### config.mk
export PLATFORM = sky130hd
export DESIGN_NAME = pcm_ctrl
export DESIGN_NICKNAME = d
export VERILOG_FILES = /design/src/design/pcm_pkg.sv /design/src/design/pcm_ctrl.sv
export SDC_FILE = /design/constraint.sdc
export NUM_CORES = 1
export LEC_CHECK = 0
export BUFFER_PORTS_ARGS = -buffer_cell sky130_fd_sc_hd__buf_2
export CAP_MARGIN = 20
export CORE_MARGIN = 8
export CORE_UTILIZATION = 43
export CTS_CLUSTER_SIZE = 30
export DETAILED_ROUTE_END_ITERATION = 10
export PLACE_DENSITY = 0.88
export SYNTH_ARGS = -nofsm -noshare
export SYNTH_HDL_FRONTEND = slang
export SYNTH_SLANG_ARGS = --single-unit
### constraint.sdc
create_clock -name clk -period 2.55 [get_ports clk]
set_input_delay 0.51 -clock clk [delete_from_list [all_inputs] [get_ports clk]]
set_output_delay 0.51 -clock clk [all_outputs]
set_load 0.1 [all_outputs]
### src/design/pcm_pkg.sv
`timescale 1ns / 1ps
// ----------------------------------------------------------------------------
// pcm_pkg
// Shared types and constants of the palette expand and value colormap block.
// ----------------------------------------------------------------------------
package pcm_pkg;

	localparam int PALETTE_DEPTH_DEF = 256;
	localparam int CFG_IDX_W = 3;
	localparam int CFG_DATA_W = 32;
	localparam int COLOR_W = 32;

	// item modes
	typedef enum logic [1:0] {
		MODE_APPEND = 2'd0,
		MODE_CLEAR  = 2'd1,
		MODE_EXPAND = 2'd2,
		MODE_MAP    = 2'd3
	} mode_t;

	// result status codes
	typedef enum logic [1:0] {
		STAT_OK    = 2'd0,
		STAT_BELOW = 2'd1,
		STAT_ABOVE = 2'd2,
		STAT_ERR   = 2'd3
	} stat_t;

	// configuration register indexes
	typedef enum logic [CFG_IDX_W-1:0] {
		REG_RANGE_LOW  = 3'd0,
		REG_RANGE_HIGH = 3'd1,
		REG_TARGET     = 3'd2,
		REG_BLEND      = 3'd3,
		REG_USE_LIMIT  = 3'd4,
		REG_BELOW      = 3'd5,
		REG_ABOVE      = 3'd6,
		REG_UNUSED     = 3'd7
	} reg_idx_t;

	typedef enum logic [4:0] {
		S_IDLE,
		S_DECODE,
		S_MAP_DIV,
		S_MAP_WAIT,
		S_MAP_RD,
		S_EXP_DIV,
		S_EXP_LAST,
		S_EXP_RDA,
		S_EXP_GETA,
		S_EXP_MUL,
		S_EXP_CDIV,
		S_EXP_CWAIT,
		S_EXP_WRL,
		S_EXP_WRA
	} state_t;

	typedef enum logic [1:0] {
		RD_FIRST,
		RD_LAST,
		RD_SEG,
		RD_IDX
	} rd_sel_t;

	typedef enum logic [1:0] {
		WR_APP,
		WR_LAST,
		WR_LERP,
		WR_SEG
	} wr_sel_t;

	typedef enum logic [1:0] {
		CNT_HOLD,
		CNT_INC,
		CNT_CLR,
		CNT_TOTAL
	} cnt_op_t;

	typedef enum logic [1:0] {
		DIV_SPAN,
		DIV_MAP,
		DIV_LERP
	} div_sel_t;

	typedef enum logic [1:0] {
		COL_ZERO,
		COL_RAM,
		COL_BELOW,
		COL_ABOVE
	} col_sel_t;

	// controller to datapath
	typedef struct packed {
		logic     load;
		logic     we;
		wr_sel_t  wr_sel;
		logic     re;
		rd_sel_t  rd_sel;
		cnt_op_t  cnt_op;
		logic     div_go;
		div_sel_t div_sel;
		logic     exp_set;
		logic     b_load;
		logic     get_a;
		logic     lerp_mul;
		logic     lerp_take;
		logic     j_dec;
		logic     seg_step;
		logic     map_mul;
		logic     emit;
		stat_t    stat;
		col_sel_t col_sel;
	} cmd_t;

	// datapath to controller
	typedef struct packed {
		mode_t mode;
		logic  full;
		logic  n_le1;
		logic  t_lt_n;
		logic  map_bad;
		logic  below;
		logic  above;
		logic  use_limit;
		logic  div_done;
		logic  s_zero;
		logic  last_chan;
		logic  j_one;
		logic  i_zero;
	} sts_t;

endpackage

### src/design/pcm_ctrl.sv
`timescale 1ns / 1ps
// ----------------------------------------------------------------------------
// pcm_ctrl
// Controller: sequences append, clear, expand and map over the datapath.
// ----------------------------------------------------------------------------
module pcm_ctrl (
	input  logic          clk,
	input  logic          arst_n,
	input  logic          start,
	output logic          busy,
	output logic          done,
	input  pcm_pkg::sts_t sts,
	output pcm_pkg::cmd_t cmd
);

	import pcm_pkg::*;

	state_t state_q;
	state_t state_d;
	logic   done_q;

	// state register and result strobe
	always_ff @(posedge clk or negedge arst_n) begin
		if (!arst_n) begin
			state_q <= S_IDLE;
			done_q  <= 1'b0;
		end else begin
			state_q <= state_d;
			done_q  <= cmd.emit;
		end
	end

	assign busy = state_q != S_IDLE;
	assign done = done_q;

	// next state and commands
	always_comb begin
		state_d = state_q;
		cmd     = '0;
		case (state_q)
			S_IDLE: begin
				if (start) begin
					cmd.load = 1'b1;
					state_d  = S_DECODE;
				end
			end
			S_DECODE: begin
				state_d = S_IDLE;
				case (sts.mode)
					MODE_APPEND: begin
						cmd.emit = 1'b1;
						if (sts.full) begin
							cmd.stat = STAT_ERR;
						end else begin
							cmd.we     = 1'b1;
							cmd.wr_sel = WR_APP;
							cmd.cnt_op = CNT_INC;
						end
					end
					MODE_CLEAR: begin
						cmd.emit   = 1'b1;
						cmd.cnt_op = CNT_CLR;
					end
					MODE_EXPAND: begin
						if (sts.n_le1) begin
							cmd.emit = 1'b1;
							cmd.stat = STAT_ERR;
						end else if (sts.t_lt_n) begin
							cmd.emit = 1'b1;
						end else begin
							cmd.div_go  = 1'b1;
							cmd.div_sel = DIV_SPAN;
							state_d     = S_EXP_DIV;
						end
					end
					MODE_MAP: begin
						if (sts.map_bad) begin
							cmd.emit = 1'b1;
							cmd.stat = STAT_ERR;
						end else if (sts.below) begin
							if (sts.use_limit) begin
								cmd.emit    = 1'b1;
								cmd.stat    = STAT_BELOW;
								cmd.col_sel = COL_BELOW;
							end else begin
								cmd.re     = 1'b1;
								cmd.rd_sel = RD_FIRST;
								state_d    = S_MAP_RD;
							end
						end else if (sts.above) begin
							if (sts.use_limit) begin
								cmd.emit    = 1'b1;
								cmd.stat    = STAT_ABOVE;
								cmd.col_sel = COL_ABOVE;
							end else begin
								cmd.re     = 1'b1;
								cmd.rd_sel = RD_LAST;
								state_d    = S_MAP_RD;
							end
						end else begin
							cmd.map_mul = 1'b1;
							state_d     = S_MAP_DIV;
						end
					end
					default: ;
				endcase
			end
			S_MAP_DIV: begin
				cmd.div_go  = 1'b1;
				cmd.div_sel = DIV_MAP;
				state_d     = S_MAP_WAIT;
			end
			S_MAP_WAIT: begin
				cmd.div_sel = DIV_MAP;
				if (sts.div_done) begin
					cmd.re     = 1'b1;
					cmd.rd_sel = RD_IDX;
					state_d    = S_MAP_RD;
				end
			end
			S_MAP_RD: begin
				cmd.emit    = 1'b1;
				cmd.col_sel = COL_RAM;
				if (sts.below) begin
					cmd.stat = STAT_BELOW;
				end else if (sts.above) begin
					cmd.stat = STAT_ABOVE;
				end
				state_d = S_IDLE;
			end
			S_EXP_DIV: begin
				if (sts.div_done) begin
					cmd.exp_set = 1'b1;
					cmd.re      = 1'b1;
					cmd.rd_sel  = RD_LAST;
					state_d     = S_EXP_LAST;
				end
			end
			S_EXP_LAST: begin
				cmd.we     = 1'b1;
				cmd.wr_sel = WR_LAST;
				cmd.b_load = 1'b1;
				state_d    = S_EXP_RDA;
			end
			S_EXP_RDA: begin
				cmd.re     = 1'b1;
				cmd.rd_sel = RD_SEG;
				state_d    = S_EXP_GETA;
			end
			S_EXP_GETA: begin
				cmd.get_a = 1'b1;
				state_d   = sts.s_zero ? S_EXP_WRA : S_EXP_MUL;
			end
			S_EXP_MUL: begin
				cmd.lerp_mul = 1'b1;
				state_d      = S_EXP_CDIV;
			end
			S_EXP_CDIV: begin
				cmd.div_go  = 1'b1;
				cmd.div_sel = DIV_LERP;
				state_d     = S_EXP_CWAIT;
			end
			S_EXP_CWAIT: begin
				cmd.div_sel = DIV_LERP;
				if (sts.div_done) begin
					cmd.lerp_take = 1'b1;
					state_d       = sts.last_chan ? S_EXP_WRL : S_EXP_MUL;
				end
			end
			S_EXP_WRL: begin
				cmd.we     = 1'b1;
				cmd.wr_sel = WR_LERP;
				cmd.j_dec  = 1'b1;
				state_d    = sts.j_one ? S_EXP_WRA : S_EXP_MUL;
			end
			S_EXP_WRA: begin
				cmd.we       = 1'b1;
				cmd.wr_sel   = WR_SEG;
				cmd.seg_step = 1'b1;
				if (sts.i_zero) begin
					cmd.cnt_op = CNT_TOTAL;
					cmd.emit   = 1'b1;
					state_d    = S_IDLE;
				end else begin
					state_d = S_EXP_RDA;
				end
			end
			default: begin
				state_d = S_IDLE;
			end
		endcase
	end

endmodule

---- Yosys cells after proc, flatten, opt, wreduce, memory -nomap -nowiden ----
Index checks and enable logic that the tools add are counted.
Widths: inputs -> output; s select.
word-level totals
  bits in registers ....................... 6
  input port bits ......................... 17
  output and inout bits ................... 27
  logic and storage cells ................. 100
operators by class
  equal/unequal tests ..................... 20
  mux-type cells .......................... 70
  reduce and logical (&&, ||, !) cells .... 8
operators with widths
  cell                count
  $pmux 5 s13         1
  $mux 3              20
  $mux 5              12
  $eq 5x4->1 const B  6
  $pmux 3 s4          2
  $eq 5x3->1 const B  4
  $mux 1              19
  $mux 2              7
  $pmux 2 s3          2
  $eq 5x2->1 const B  2
  $pmux 5 s2          1
  $ne 2x2->1 const B  4
  $pmux 2 s2          2
  $pmux 4 s2          1
  $reduce_or 2->1     4
  $pmux 1 s3          2
  $eq 5x1->1 const B  1
  $logic_not 5->1     1
  $reduce_bool 5->1   1
  $eq 2x2->1 const B  2
  $reduce_and 4->1    1
  $eq 2x1->1 const B  1
  $logic_not 2->1     1
  $pmux 1 s2          1

---- Logic depth before layout (Yosys ltp) ----
  depth after elaboration ................. 6
  depth in mapped cells ................... 5
  depth with buffers taken out ............ 4

---- Worst setup path before layout ----
Ideal clock, no wire load.
  path type ............................... register -> output
  start ................................... reg state_q[2]
  end ..................................... out cmd[0] in the netlist's numbering
  arrival time ............................ 3.455 ns
  required time ........................... 2.040 ns
  slack ................................... -1.415 ns
  stages on the path, launching flop included .. 5
  buffers on the path ..................... 1
  cell sequence ........................... dfrtp_1 -> or4b_1 -> buf_2 -> or2_4 -> o21ai_0
RTL lines
  what                      RTL line        RTL
  start: declaration        pcm_ctrl.sv:18  state_t state_q;
  start signal: assignment  pcm_ctrl.sv:28  state_q <= state_d;
  end: declaration          pcm_ctrl.sv:13  output pcm_pkg::cmd_t cmd

==> summary.md <==
| Metric | Value |
|---|---|
| Status | complete, no violations |
| Period minus WS final | 2.51 ns |
| GRT Util Overall | 16.6% |
| Vias in the first global route | 1034 |
| Hold_buf cts | 0 |
| Port bufs | 43 |
| Initial antenna violation count | 0 |
| Drt pass-1 iters | 4 |
| Initial DRC Count | 52 |
| Critical path capture point type | output port |
| Unique cell type count in the Yosys netlist | 33 |
| Fin cells | 181 |
| Max Freq | 399 MHz |
| Worst r2r path cells | 5 |
| Site Rows | 15 |
| Max Slew Vio Count | 0 |
| Via density | 5.97 |
| Slew headroom | 67.6% |
| Worst flop-to-flop path endpoint | state_q[2]$_DFFE_PN0P_ |
| Synthesized area | 763 µm² |
| Post-route design area | 0.00132 mm² |
| Worst Path Max Fanout | 7 |
| RSZ-0062 raised after global routing | false |
| Detailed Place HPWL | 2340 µm |
| Final setup skew | 0.00241 ns |
| Clock latency on the worst-skew pair | 0.24 ns |
| CTS tree | done |
| Synth Area in Simple Gates | 45.2% |
| Main combinational cell family by area after synthesis | simple AND/OR/NAND/NOR gates |
| Clock tree sinks | 5 |
| Wire per inst | 16.0 µm |
| Startpoint types | flop |
| Max IR drop VDD | 0.883 mV |
| Pwr/cell area | 1380 mW/mm² |
| Critical Path RT | 2.04 ns |
| Flop and latch count out of synthesis | 5 |
| Maximum clock path buffer count | 2 |
| GR Overflow Total | 0 |
| Synth Area in XOR/XNOR | 0% |
| Period utilisation layout | 98.3% |
| DR DRC count | 0 |
| Worst reg2reg path startpoint | state_q[0]$_DFFE_PN0P_ |
| I/O pins | 44 |
| Core Area | 0.00169 mm² |
| Initial Util | 45.2% |
| Area Overhead vs Synth | 73.0% |
| CTS clock-pin slew for the worst setup and hold paths | 0.04 ns |
| WL final | 2900 µm |
| Final Hold Violating Endpoints | 0 |
| Placed inst area | 0.00128 mm² |
| Die Wd | 58.1 µm |
| Mux contribution to synthesized area | 0% |
| Final #Nets | 182 |
| Synth Net Count | 137 |
| Largest net degree at the start of global routing | 24 |
| Post-synthesis compound-gate area fraction | 31.8% |
| H-tree Lvls | 1 |
| Cells after DPL | 176 |
| Worst-margin pin slew | 0.490 ns |
| GP Congestion | 0.837 |
| Leakage | 0.626 nW |
| Fraction of layout cells with a size suffix above 1 | 42.1% |
| Worst path arrival time | 2.00 ns |
| Hold WS | 0.0781 ns |
| Yosys warning count | 0 |
| Max-cap viol count | 0 |
| Final core utilization | 78.1% |
| Antenna diodes | 0 |
| Setup CP Type | flop to output port |
| Final antenna-violating net count | 0 |
| Syn Inst Count | 120 |
| CTS root buf | clkbuf_4 |
| Area share of fa/ha/maj cells after synthesis | 0% |
| R2r setup slk | 1.02 ns |
| Vias | 1081 |
| First-pass GRT wire length | 4660 µm |
| Syn_area_per_cell | 6.36 µm² |
| Post-synthesis sequential area ratio | 16.4% |
| CTS Buf Count | 3 |
| DIE HEIGHT | 58.1 µm |
| Hold Crit Class | primary input to asynchronous set/reset pin |
| Die ar. | 0.00338 mm² |
| Setup violations, final | 0 |
==> through the flow <==
| stage | total power, mW | worst slack (ns) | TNS, ns |
|---|---|---|---|
| floorplan | 1.32 | -0.685 | -3.18 |
| global placement | 1.68 | 0.172 | 0 |
| CTS | 1.81 | 0.0114 | 0 |
| global route | 1.91 | 0.00769 | 0 |
| detailed placement | 1.70 | 0.165 | 0 |
| finish | 1.83 | 0.0425 | 0 |
==> kinds of logic (layout without fill, tap and decap cells) <==
group | count (synthesis) | in the layout
DFF | 5 | 5
buffers and inverters | 13 | 57
AOI/OAI and AO/OA | 38 | 38
and+or+nand+nor | 64 | 64
==> routing by layer <==
layer  global-route usage (%)  share of wire (%)
met4                     5.94                2.3
met5                        0                  0
met1                     18.5                 39
met2                     28.8                 49
met3                     5.30                9.7
==> cell usage after synthesis, drive strengths merged <==
library cell	count	area share [%]
nor2	14	6.9
or4	1	0.98
inv	5	2.5
o31ai	1	1.6
nor3	6	3.9
a31oi	1	0.82
a21oi	5	3.3
and3	4	3.3
o31a	1	1.1
nor2b	7	5.7
o21ai	17	11
and3b	1	1.1
dfrtp	5	16
clkbuf	6	3.0
nand3	3	2.0
o221a	1	1.5
nand2	11	5.4
nand2b	7	5.7
or3	1	0.82
a22o	1	1.1
nand3b	4	3.9
or2	1	1.1
or4b	2	2.6
buf	2	1.1
a32o	1	1.3
o32ai	2	2.3
o22ai	3	2.5
and2	1	0.82
a221oi	1	1.1
a22oi	3	3.0
a21o	1	0.98
nand4	1	0.82
==> what timing repair did <==
| item | CTS | global route |
|---|---|---|
| resized for setup | 1 | 1 |
| buffers inserted | 0 | 1 |
| endpoints found under the setup margin | 7 | 4 |
| pin swaps | 0 | 1 |
==> worst max-delay path, cell delays in order (launching register included) <==
cell,delay (ns)
dfrtp_1,0.37
or4b_4,0.60
or2_4,0.31
o31ai_4,0.27
buf_12,0.21
==> area by class of cell <==
class,count,area [µm²]
clock buffer,4,26.3
fill,119,369
inverter,5,18.8
multi-input combinational,102,681
sequential,5,125
tap,17,21.3
timing repair buffer,48,448
==> where the power goes <==
part / internal, mW / switching, mW / total (mW)
sequential: 0.112 / 0.0148 / 0.127
combinational: 0.436 / 1.17 / 1.61
clock: 0.0591 / 0.0321 / 0.0912
==> how the worst max path moves through the flow <==
| stage | to | slack [ns] | cells after the start | startpoint |
|---|---|---|---|---|
| after floorplan | cmd[0] | -0.69 | 4 | state_q[2]$_DFFE_PN0P_ |
| after global placement | cmd[23] | 0.17 | 4 | state_q[1]$_DFFE_PN0P_ |
| after detailed placement | cmd[23] | 0.16 | 4 | state_q[1]$_DFFE_PN0P_ |
| after CTS | cmd[23] | 0.01 | 4 | state_q[1]$_DFFE_PN0P_ |
| after global routing | cmd[20] | 0.008 | 4 | state_q[3]$_DFFE_PN0P_ |
| final | cmd[20] | 0.04 | 4 | state_q[3]$_DFFE_PN0P_ |
==> sequential cells by signal, indices dropped and copies added, names as in the netlist <==
| register | cells |
|---|---|
| state_q | 4 |
| done | 1 |
==> cells in the final DEF (no fill, tap or decap), types with 3 or more instances in the layout <==
cell,count
nor2_1,12
o22ai_1,3
buf_4,5
a21oi_1,5
nand2_1,10
o21ai_0,12
buf_2,30
inv_1,5
buf_12,13
dfrtp_1,5
nor2b_1,7
nand2b_1,7
a22oi_1,3
nand3b_1,4
o21ai_1,3
clkbuf_4,3
and3_1,4
No activity file was read; power rests on OpenSTA's default activity.
